## src/hdl/wra_pkg.sv

```systemverilog
package wra_pkg;

    localparam int SAMPLE_W       = 32;
    localparam int PERIOD_W       = 9;
    localparam int PERIOD_LIMIT   = (1 << PERIOD_W) - 1;
    localparam int MAX_PERIOD_DEF = 256;
    localparam logic [PERIOD_W-1:0] PERIOD_RESET = PERIOD_W'(20);

    typedef struct packed {
        logic accept;
        logic start_div;
        logic finish;
        logic load_out;
    } ctrl_cmd_t;

    typedef struct packed {
        logic need_div;
        logic div_done;
        logic out_free;
    } dp_status_t;

endpackage

```

## src/hdl/wra_ifs.sv

```systemverilog
interface wra_in_if;
    logic                                valid;
    logic                                ready;
    logic signed [wra_pkg::SAMPLE_W-1:0] sample;

    modport source (output valid, output sample, input ready);
    modport sink (input valid, input sample, output ready);
endinterface

interface wra_out_if;
    logic                                valid;
    logic                                ready;
    logic signed [wra_pkg::SAMPLE_W-1:0] average;
    logic                                valid_res;

    modport source (output valid, output average, output valid_res, input ready);
    modport sink (input valid, input average, input valid_res, output ready);
endinterface

interface wra_cfg_if;
    logic                         valid;
    logic                         ready;
    logic [wra_pkg::PERIOD_W-1:0] period;

    modport source (output valid, output period, input ready);
    modport sink (input valid, input period, output ready);
endinterface

```

## src/hdl/wra_div.sv

```systemverilog
module wra_div #(
    parameter int NUM_W = 41,
    parameter int DEN_W = 9
) (
    input  logic             clk,
    input  logic             rst_n,
    input  logic             start,
    input  logic [NUM_W-1:0] dividend,
    input  logic [DEN_W-1:0] divisor,
    output logic             done,
    output logic [NUM_W-1:0] quotient
);

    localparam int STEP_W = $clog2(NUM_W + 1);

    logic              busy_reg;
    logic              done_reg;
    logic [STEP_W-1:0] step_reg;
    logic [DEN_W-1:0]  den_reg;
    logic [DEN_W-1:0]  rem_reg;
    logic [NUM_W-1:0]  quo_reg;
    logic [DEN_W:0]    trial;
    logic [DEN_W:0]    trial_diff;
    logic              fits;

    // restoring division, one quotient bit per cycle
    assign trial      = {rem_reg, quo_reg[NUM_W-1]};
    assign fits       = trial >= {1'b0, den_reg};
    assign trial_diff = trial - {1'b0, den_reg};

    always_ff @(posedge clk or negedge rst_n)
    begin
        if (!rst_n)
        begin
            busy_reg <= 1'b0;
            done_reg <= 1'b0;
            step_reg <= '0;
        end
        else
        begin
            done_reg <= 1'b0;
            if (start)
            begin
                busy_reg <= 1'b1;
                step_reg <= STEP_W'(NUM_W);
            end
            else if (busy_reg)
            begin
                step_reg <= step_reg - STEP_W'(1);
                if (step_reg == STEP_W'(1))
                begin
                    busy_reg <= 1'b0;
                    done_reg <= 1'b1;
                end
            end
        end
    end

    always_ff @(posedge clk)
    begin
        if (start)
        begin
            den_reg <= divisor;
            rem_reg <= '0;
            quo_reg <= dividend;
        end
        else if (busy_reg)
        begin
            rem_reg <= fits ? trial_diff[DEN_W-1:0] : trial[DEN_W-1:0];
            quo_reg <= {quo_reg[NUM_W-2:0], fits};
        end
    end

    assign done     = done_reg;
    assign quotient = quo_reg;

endmodule

```

## src/hdl/wra_dp.sv

```systemverilog
module wra_dp #(
    parameter int MAX_PERIOD = wra_pkg::MAX_PERIOD_DEF
) (
    input  logic                                clk,
    input  logic                                rst_n,
    input  wra_pkg::ctrl_cmd_t                  cmd,
    output wra_pkg::dp_status_t                 status,
    input  logic signed [wra_pkg::SAMPLE_W-1:0] sample,
    input  logic                                cfg_valid,
    input  logic [wra_pkg::PERIOD_W-1:0]        cfg_period,
    output logic                                out_valid,
    input  logic                                out_ready,
    output logic signed [wra_pkg::SAMPLE_W-1:0] out_average,
    output logic                                out_valid_res
);

    localparam int SW      = wra_pkg::SAMPLE_W;
    localparam int PW      = wra_pkg::PERIOD_W;
    localparam int EFF_MAX = (MAX_PERIOD < wra_pkg::PERIOD_LIMIT) ?
                             MAX_PERIOD : wra_pkg::PERIOD_LIMIT;
    localparam int CNT_W   = $clog2(EFF_MAX + 1);
    localparam int SUM_W   = SW + CNT_W;
    localparam logic [PW-1:0] MAX_P = PW'(EFF_MAX);

    logic [PW-1:0]           period_reg, period_next;
    logic signed [SUM_W-1:0] sum_reg, sum_next;
    logic [CNT_W-1:0]        count_reg, count_next;
    logic signed [SW-1:0]    avg_reg, avg_next;
    logic                    seeded_reg, seeded_next;
    logic signed [SW-1:0]    sample_reg;
    logic                    neg_reg;
    logic                    out_valid_reg, out_valid_next;
    logic signed [SW-1:0]    out_avg_reg;
    logic                    out_vres_reg;

    logic [PW-1:0]           clamp_p;
    logic [CNT_W-1:0]        eff_p;
    logic signed [SW:0]      diff;
    logic signed [SUM_W-1:0] num;
    logic [SUM_W-1:0]        mag;
    logic [SUM_W-1:0]        dividend;
    logic [SUM_W-1:0]        quotient;
    logic [SUM_W-1:0]        quo_signed;
    logic signed [SW-1:0]    q_step;
    logic                    div_done;

    // zero period acts as one, large periods saturate
    always_comb
    begin
        if (period_reg == '0)
            clamp_p = PW'(1);
        else if (period_reg > MAX_P)
            clamp_p = MAX_P;
        else
            clamp_p = period_reg;
    end
    assign eff_p = clamp_p[CNT_W-1:0];

    // seed mean divides the sum, smoothing divides the difference
    assign diff     = (SW+1)'(sample_reg) - (SW+1)'(avg_reg);
    assign num      = seeded_reg ? SUM_W'(diff) : sum_reg;
    assign mag      = num[SUM_W-1] ? (~num + SUM_W'(1)) : num;
    assign dividend = mag + {{(SUM_W-CNT_W){1'b0}}, eff_p >> 1};

    wra_div #(
        .NUM_W (SUM_W),
        .DEN_W (CNT_W)
    ) u_div (
        .clk      (clk),
        .rst_n    (rst_n),
        .start    (cmd.start_div),
        .dividend (dividend),
        .divisor  (eff_p),
        .done     (div_done),
        .quotient (quotient)
    );

    assign quo_signed = neg_reg ? (~quotient + SUM_W'(1)) : quotient;
    assign q_step     = quo_signed[SW-1:0];

    always_comb
    begin
        period_next    = period_reg;
        sum_next       = sum_reg;
        count_next     = count_reg;
        avg_next       = avg_reg;
        seeded_next    = seeded_reg;
        out_valid_next = out_valid_reg;

        if (cfg_valid)
        begin
            period_next = cfg_period;
            sum_next    = '0;
            count_next  = '0;
            avg_next    = '0;
            seeded_next = 1'b0;
        end
        else
        begin
            if (cmd.accept && !seeded_reg)
            begin
                sum_next   = sum_reg + SUM_W'(sample);
                count_next = count_reg + CNT_W'(1);
            end
            if (cmd.finish)
            begin
                seeded_next = 1'b1;
                avg_next    = seeded_reg ? (avg_reg + q_step) : q_step;
            end
        end

        if (cmd.load_out)
            out_valid_next = 1'b1;
        else if (out_ready)
            out_valid_next = 1'b0;
    end

    always_ff @(posedge clk or negedge rst_n)
    begin
        if (!rst_n)
        begin
            period_reg    <= wra_pkg::PERIOD_RESET;
            sum_reg       <= '0;
            count_reg     <= '0;
            avg_reg       <= '0;
            seeded_reg    <= 1'b0;
            out_valid_reg <= 1'b0;
        end
        else
        begin
            period_reg    <= period_next;
            sum_reg       <= sum_next;
            count_reg     <= count_next;
            avg_reg       <= avg_next;
            seeded_reg    <= seeded_next;
            out_valid_reg <= out_valid_next;
        end
    end

    always_ff @(posedge clk)
    begin
        if (cmd.accept)
            sample_reg <= sample;
        if (cmd.start_div)
            neg_reg <= num[SUM_W-1];
        if (cmd.load_out)
        begin
            out_avg_reg  <= seeded_reg ? avg_reg : '0;
            out_vres_reg <= seeded_reg;
        end
    end

    assign status.need_div = seeded_reg || (count_reg >= eff_p);
    assign status.div_done = div_done;
    assign status.out_free = !out_valid_reg || out_ready;

    assign out_valid     = out_valid_reg;
    assign out_average   = out_avg_reg;
    assign out_valid_res = out_vres_reg;

endmodule

```

## src/hdl/wra_ctrl.sv

```systemverilog
module wra_ctrl (
    input  logic                clk,
    input  logic                rst_n,
    input  logic                in_valid,
    output logic                in_ready,
    input  wra_pkg::dp_status_t status,
    output wra_pkg::ctrl_cmd_t  cmd
);

    typedef enum logic [2:0] {
        ST_IDLE,
        ST_EVAL,
        ST_DIV,
        ST_FIN,
        ST_OUT
    } state_t;

    state_t state_reg, state_next;
    logic   in_ready_reg, in_ready_next;

    always_comb
    begin
        state_next    = state_reg;
        in_ready_next = in_ready_reg;
        cmd           = '0;
        case (state_reg)
            ST_IDLE:
            begin
                if (in_valid)
                begin
                    cmd.accept    = 1'b1;
                    in_ready_next = 1'b0;
                    state_next    = ST_EVAL;
                end
            end
            ST_EVAL:
            begin
                if (status.need_div)
                begin
                    cmd.start_div = 1'b1;
                    state_next    = ST_DIV;
                end
                else
                    state_next = ST_OUT;
            end
            ST_DIV:
            begin
                if (status.div_done)
                    state_next = ST_FIN;
            end
            ST_FIN:
            begin
                cmd.finish = 1'b1;
                state_next = ST_OUT;
            end
            ST_OUT:
            begin
                // wait for the output register to free up
                if (status.out_free)
                begin
                    cmd.load_out  = 1'b1;
                    in_ready_next = 1'b1;
                    state_next    = ST_IDLE;
                end
            end
            default:
            begin
                in_ready_next = 1'b1;
                state_next    = ST_IDLE;
            end
        endcase
    end

    always_ff @(posedge clk or negedge rst_n)
    begin
        if (!rst_n)
        begin
            state_reg    <= ST_IDLE;
            in_ready_reg <= 1'b1;
        end
        else
        begin
            state_reg    <= state_next;
            in_ready_reg <= in_ready_next;
        end
    end

    assign in_ready = in_ready_reg;

endmodule

```

## src/hdl/wilder_running_average_top.sv

```systemverilog
// Wilder running average (RMA, alpha = 1/period) on signed Q16.16 samples. The first
// period samples are summed and the seed mean is given at the period-th one; after that each
// sample moves the average by (sample - average)/period, all divisions rounded to nearest
// with ties away from zero. Results before the seed carry valid_res = 0 and average = 0.
// One result per sample. Writing period clears the seed sum, count and average and restarts
// seeding; period 0 acts as 1 and values above MAX_PERIOD saturate. A sample that only adds
// to the seed sum skips the divider; a sample that divides uses the bit-serial divider, which
// is W = 32 + clog2(min(MAX_PERIOD, 511) + 1) bits wide and produces one quotient bit per
// cycle. One sample is in work at a time; a finished result waits in the output register
// while the next sample is taken.
module wilder_running_average_top #(
    parameter int MAX_PERIOD = wra_pkg::MAX_PERIOD_DEF
) (
    input logic       clk,
    input logic       rst_n,
    wra_in_if.sink    samples,
    wra_out_if.source results,
    wra_cfg_if.sink   cfg
);

    wra_pkg::ctrl_cmd_t  cmd;
    wra_pkg::dp_status_t status;
    logic                in_ready;

    wra_ctrl u_ctrl (
        .clk      (clk),
        .rst_n    (rst_n),
        .in_valid (samples.valid),
        .in_ready (in_ready),
        .status   (status),
        .cmd      (cmd)
    );

    wra_dp #(
        .MAX_PERIOD (MAX_PERIOD)
    ) u_dp (
        .clk           (clk),
        .rst_n         (rst_n),
        .cmd           (cmd),
        .status        (status),
        .sample        (samples.sample),
        .cfg_valid     (cfg.valid),
        .cfg_period    (cfg.period),
        .out_valid     (results.valid),
        .out_ready     (results.ready),
        .out_average   (results.average),
        .out_valid_res (results.valid_res)
    );

    assign samples.ready = in_ready;
    assign cfg.ready     = 1'b1;

endmodule

```

## src/flat_wrapper.sv

```systemverilog
// flat-port wrapper written by rule: the top's interface ports become plain ports
module wilder_running_average_top_flat 
#(
    parameter int MAX_PERIOD = wra_pkg::MAX_PERIOD_DEF
)
  (clk, rst_n, samples_valid, samples_sample, samples_ready, results_valid, results_average, results_valid_res, results_ready, cfg_valid, cfg_period, cfg_ready);
  wra_in_if samples_i ();
  wra_out_if results_i ();
  wra_cfg_if cfg_i ();
  input logic clk;
  input logic rst_n;
  input wire logic [$bits(samples_i.valid)-1:0] samples_valid;
  input wire logic [$bits(samples_i.sample)-1:0] samples_sample;
  output wire logic [$bits(samples_i.ready)-1:0] samples_ready;
  output wire logic [$bits(results_i.valid)-1:0] results_valid;
  output wire logic [$bits(results_i.average)-1:0] results_average;
  output wire logic [$bits(results_i.valid_res)-1:0] results_valid_res;
  input wire logic [$bits(results_i.ready)-1:0] results_ready;
  input wire logic [$bits(cfg_i.valid)-1:0] cfg_valid;
  input wire logic [$bits(cfg_i.period)-1:0] cfg_period;
  output wire logic [$bits(cfg_i.ready)-1:0] cfg_ready;
  assign samples_i.valid = samples_valid;
  assign samples_i.sample = samples_sample;
  assign samples_ready = samples_i.ready;
  assign results_valid = results_i.valid;
  assign results_average = results_i.average;
  assign results_valid_res = results_i.valid_res;
  assign results_i.ready = results_ready;
  assign cfg_i.valid = cfg_valid;
  assign cfg_i.period = cfg_period;
  assign cfg_ready = cfg_i.ready;
  wilder_running_average_top #(.MAX_PERIOD(MAX_PERIOD)) u_core (.clk(clk), .rst_n(rst_n), .samples(samples_i), .results(results_i), .cfg(cfg_i));
endmodule
```

## config.mk

```make
export PLATFORM = sky130hd
export DESIGN_NAME = wilder_running_average_top_flat
export DESIGN_NICKNAME = d
export VERILOG_FILES = /design/src/hdl/wra_pkg.sv /design/src/hdl/wra_ifs.sv /design/src/hdl/wra_div.sv /design/src/hdl/wra_dp.sv /design/src/hdl/wra_ctrl.sv /design/src/hdl/wilder_running_average_top.sv /design/src/flat_wrapper.sv
export SDC_FILE = /design/constraint.sdc
export NUM_CORES = 1
export LEC_CHECK = 0
export BUFFER_PORTS_ARGS = -buffer_cell sky130_fd_sc_hd__buf_4
export CORE_MARGIN = 1
export CORE_UTILIZATION = 55
export DETAILED_ROUTE_END_ITERATION = 10
export GPL_TIMING_DRIVEN = 0
export PLACE_DENSITY = 0.82
export SYNTH_ARGS = -nofsm -noshare
export SYNTH_HDL_FRONTEND = slang
export SYNTH_SLANG_ARGS = --single-unit
```

## constraint.sdc

```tcl
create_clock -name clk -period 5.9 [get_ports clk]
set_input_delay 0.295 -clock clk [delete_from_list [all_inputs] [get_ports clk]]
set_output_delay 0.295 -clock clk [all_outputs]
set_load 0.05 [all_outputs]
```

==> impl_results.md <==
- Clk Latency, worst-skew pair: 0.56 ns
- Root Driver: clkbuf_16
- Grt total ovfl: 0
- Crit path arrival time: ~6.0 ns
- Final TNS setup: 0 ns
- Clock Pin Slew Worst Setup and Hold Paths: about 0.07 ns
- Initial antenna violation count: 0
- Syn_nets: around 2400
- Commonest cells in the netlist: nand2_1 (252), nor2_1 (216), a21oi_1 (185)
- Final wirelength: 57900 um
- Layout area overhead: 15.9%
- Worst EP required: 6.18 ns
- Die height: ~190 um
- CTS tree: done
- Synth Cell Area: approximately 19000 um2
- GRT Util Overall: 0.325
- Dominant cell type by area after synthesis: edfxtp_1
- Final hold vios: 0
- Vias: 17986
- Multi-input gate area: roughly 12000 um2
- P_leak: about 9 nW
- CP max FO: 11
- Worst Hold Class: in -> reg
- Post-synthesis sequential area ratio: 0.333
- Die X-Extent: 187 um
- Number of fill cells: ~2800
- Number of global-route vias before repair: about 17000
- Cell family with most CP delay: compound AO/OA/AOI/OAI gates
- Max-slew headroom: 0.186
- EDFF count, synth: 116
- Max clock buf depth: 3
- Overall Power: just over 0.009 W
- Die area: 35100 um2
- Largest cells by area after synthesis: edfxtp_1 (18%), dfrtp_1 (14%), ha_1 (8.9%), xnor2_1 (5.8%), nand2_1 (5.0%)
- Worst path slowest cell: dfrtp_1
- Flops & latches, synth: 230
- DR WL/cell: 20.3 um
- Final period util: 0.968
- Number of max-cap violations: 0
- Post-synth top area share: 0.184
- Post-Synthesis Cells: around 2200
- Placed insts: 2743
- CP Class: reg -> reg
- Avg Cell Area, Syn: about 8.5 um2
- Fmax: ~180 MHz
- Register area: approximately 6300 um2
- Outcome: finished clean
- Buf/Inv on CP: 5
- Critical Path Max Stage Delay: ~0.39 ns
- Max Used Layer: met4
- Final layout net count: about 2600
- Initial Util: 0.561
- Post-synth ARST share: 0.457
- Core Region: between 30000 and 40000 um2
- WL met3: roughly 4700 um
- Worst path most repeated cell: a21oi_1
- Synth Flop Type: edfxtp_1
- Clk_skew: 0.0227 ns
- Total CTS buffers: 26
- Tmin final: around 5.7 ns
- Buffers on Ports: 79
- Worst-Margin Slew: roughly 1.2 ns
- VDD IR max: between 0.0002 and 0.00025 V
- RePlAce Congestion: ~0.94
- Largest net degree at the start of global routing: 73
- Clock sink total: 230
- Final setup fails: 0
- Detailed Place HPWL: 44500 um
- Most common cell in the synthesized netlist: nand2_1
- Initial DRC Count: ~1700
- Routed wl met2: around 26000 um
- Yosys cell types: approximately 110
- Rows: 67
- Final ANT Viol Nets: 0
- Synth warnings: 0
- Diode count: 0
- Fraction of layout cells with a size suffix above 1: 0.117
- Post-route non-filler standard cell count: 2847
- CTS H-tree lvls: 1
- Util after Layout: 0.650
- DR pass1 iterations: 6
- Metal1 wirelength: between 20000 and 25000 um
- Post-detailed-route DRC marker count: 0
- First-pass GRT wire length: 90700 um
- Critical path launch point type: flop
- PD cells: roughly 420 nW/um2
- Via density: ~6.3
- Crit. End Element: flop
- Ports: 82
- Max Slew Vio Count: 0
[cells by family after synthesis]
family,share of synthesized area
compound gates,0.229
buf+inv,0.0419
xor+xnor,0.0815
mux,0.0204
other cells,0.000198
flops,0.333
simple gates,0.200
fa+ha+maj,0.0940
[path summary, 6_finish.rpt]
kind                       cells past startpoint  slack (ns)                          from                             end
max                                           27        0.19        u_core.u_dp.avg_reg[9]  u_core.u_dp.u_div.quotient[34]
min reg2reg                                    2        0.48  u_core.u_dp.u_div.rem_reg[8]    u_core.u_dp.u_div.rem_reg[8]
min in group asynchronous                      2        0.19                         rst_n   u_core.u_dp.u_div.step_reg[3]
min                                            1        0.06            samples_sample[31]      u_core.u_dp.sample_reg[31]
max in group asynchronous                      3        4.95                         rst_n       u_core.u_dp.period_reg[2]
max reg2reg                                   27        0.19        u_core.u_dp.avg_reg[9]  u_core.u_dp.u_div.quotient[34]
[per-stage QoR]
| stage | instance area (um2) | worst slack, ns | hold WS, ns |
|---|---|---|---|
| detailed placement | 20100 | -1.92 | 0.216 |
| global placement | 20100 | -2.76 | 0.463 |
| CTS | 21700 | 0.0205 | 0.0352 |
| global route | 21900 | -0.0219 | 0.0541 |
| floorplan | 18900 | 0.00967 | -0.000591 |
| finish | 21900 | 0.186 | 0.0595 |
[power by group]
group          internal (W)  switching (W)  leakage [nW]
clock               0.00108       0.000708         0.456
combinational       0.00187        0.00306          5.99
sequential          0.00218       0.000371          2.57
[layer usage]
metal | global-route usage | vias to the layer above
met5 | 0 | -
met4 | 0.149 | 0
met3 | 0.0561 | 163
met2 | 0.527 | 850
met1 | 0.422 | 8527
li1 | - | 8446
[final cells by class]
cell class	count	area share
multi-input cells	1783	0.548
well taps	448	0.0256
repair buffers	147	0.0563
inverters	104	0.0178
plain buffers	87	0.0214
flip-flops and latches	230	0.288
clock inverters	11	0.00720
clock buffers	37	0.0363
[timing repair]
action	CTS	global route
setup endpoints to repair	38	26
buffers inserted	10	12
hold endpoints to repair	73	0
gates resized for setup	45	48
pin swaps	10	22
hold buffers	41	0
[cells in the final DEF, fill, tap and decap left out, types with 19 or more instances in the layout]
master and n:
or3_1 31, nand2b_1 21, xor2_1 49, o31ai_1 20
o21a_1 20, o211ai_1 28, nand3_1 47, a31oi_1 25
nor2b_1 25, edfxtp_1 116, nand2_1 251, a21oi_1 180
clkbuf_1 58, ha_1 130, a211oi_1 40, mux2i_1 19
clkbuf_16 29, dfrtp_1 100, nor3_1 42, inv_1 97
o21ai_0 117, buf_4 111, nor2_1 214, nand4_1 35
xnor2_1 124, o21bai_1 23, a21o_1 63, dlygate4sd3_1 41
Power figures use the tool's default switching activity.
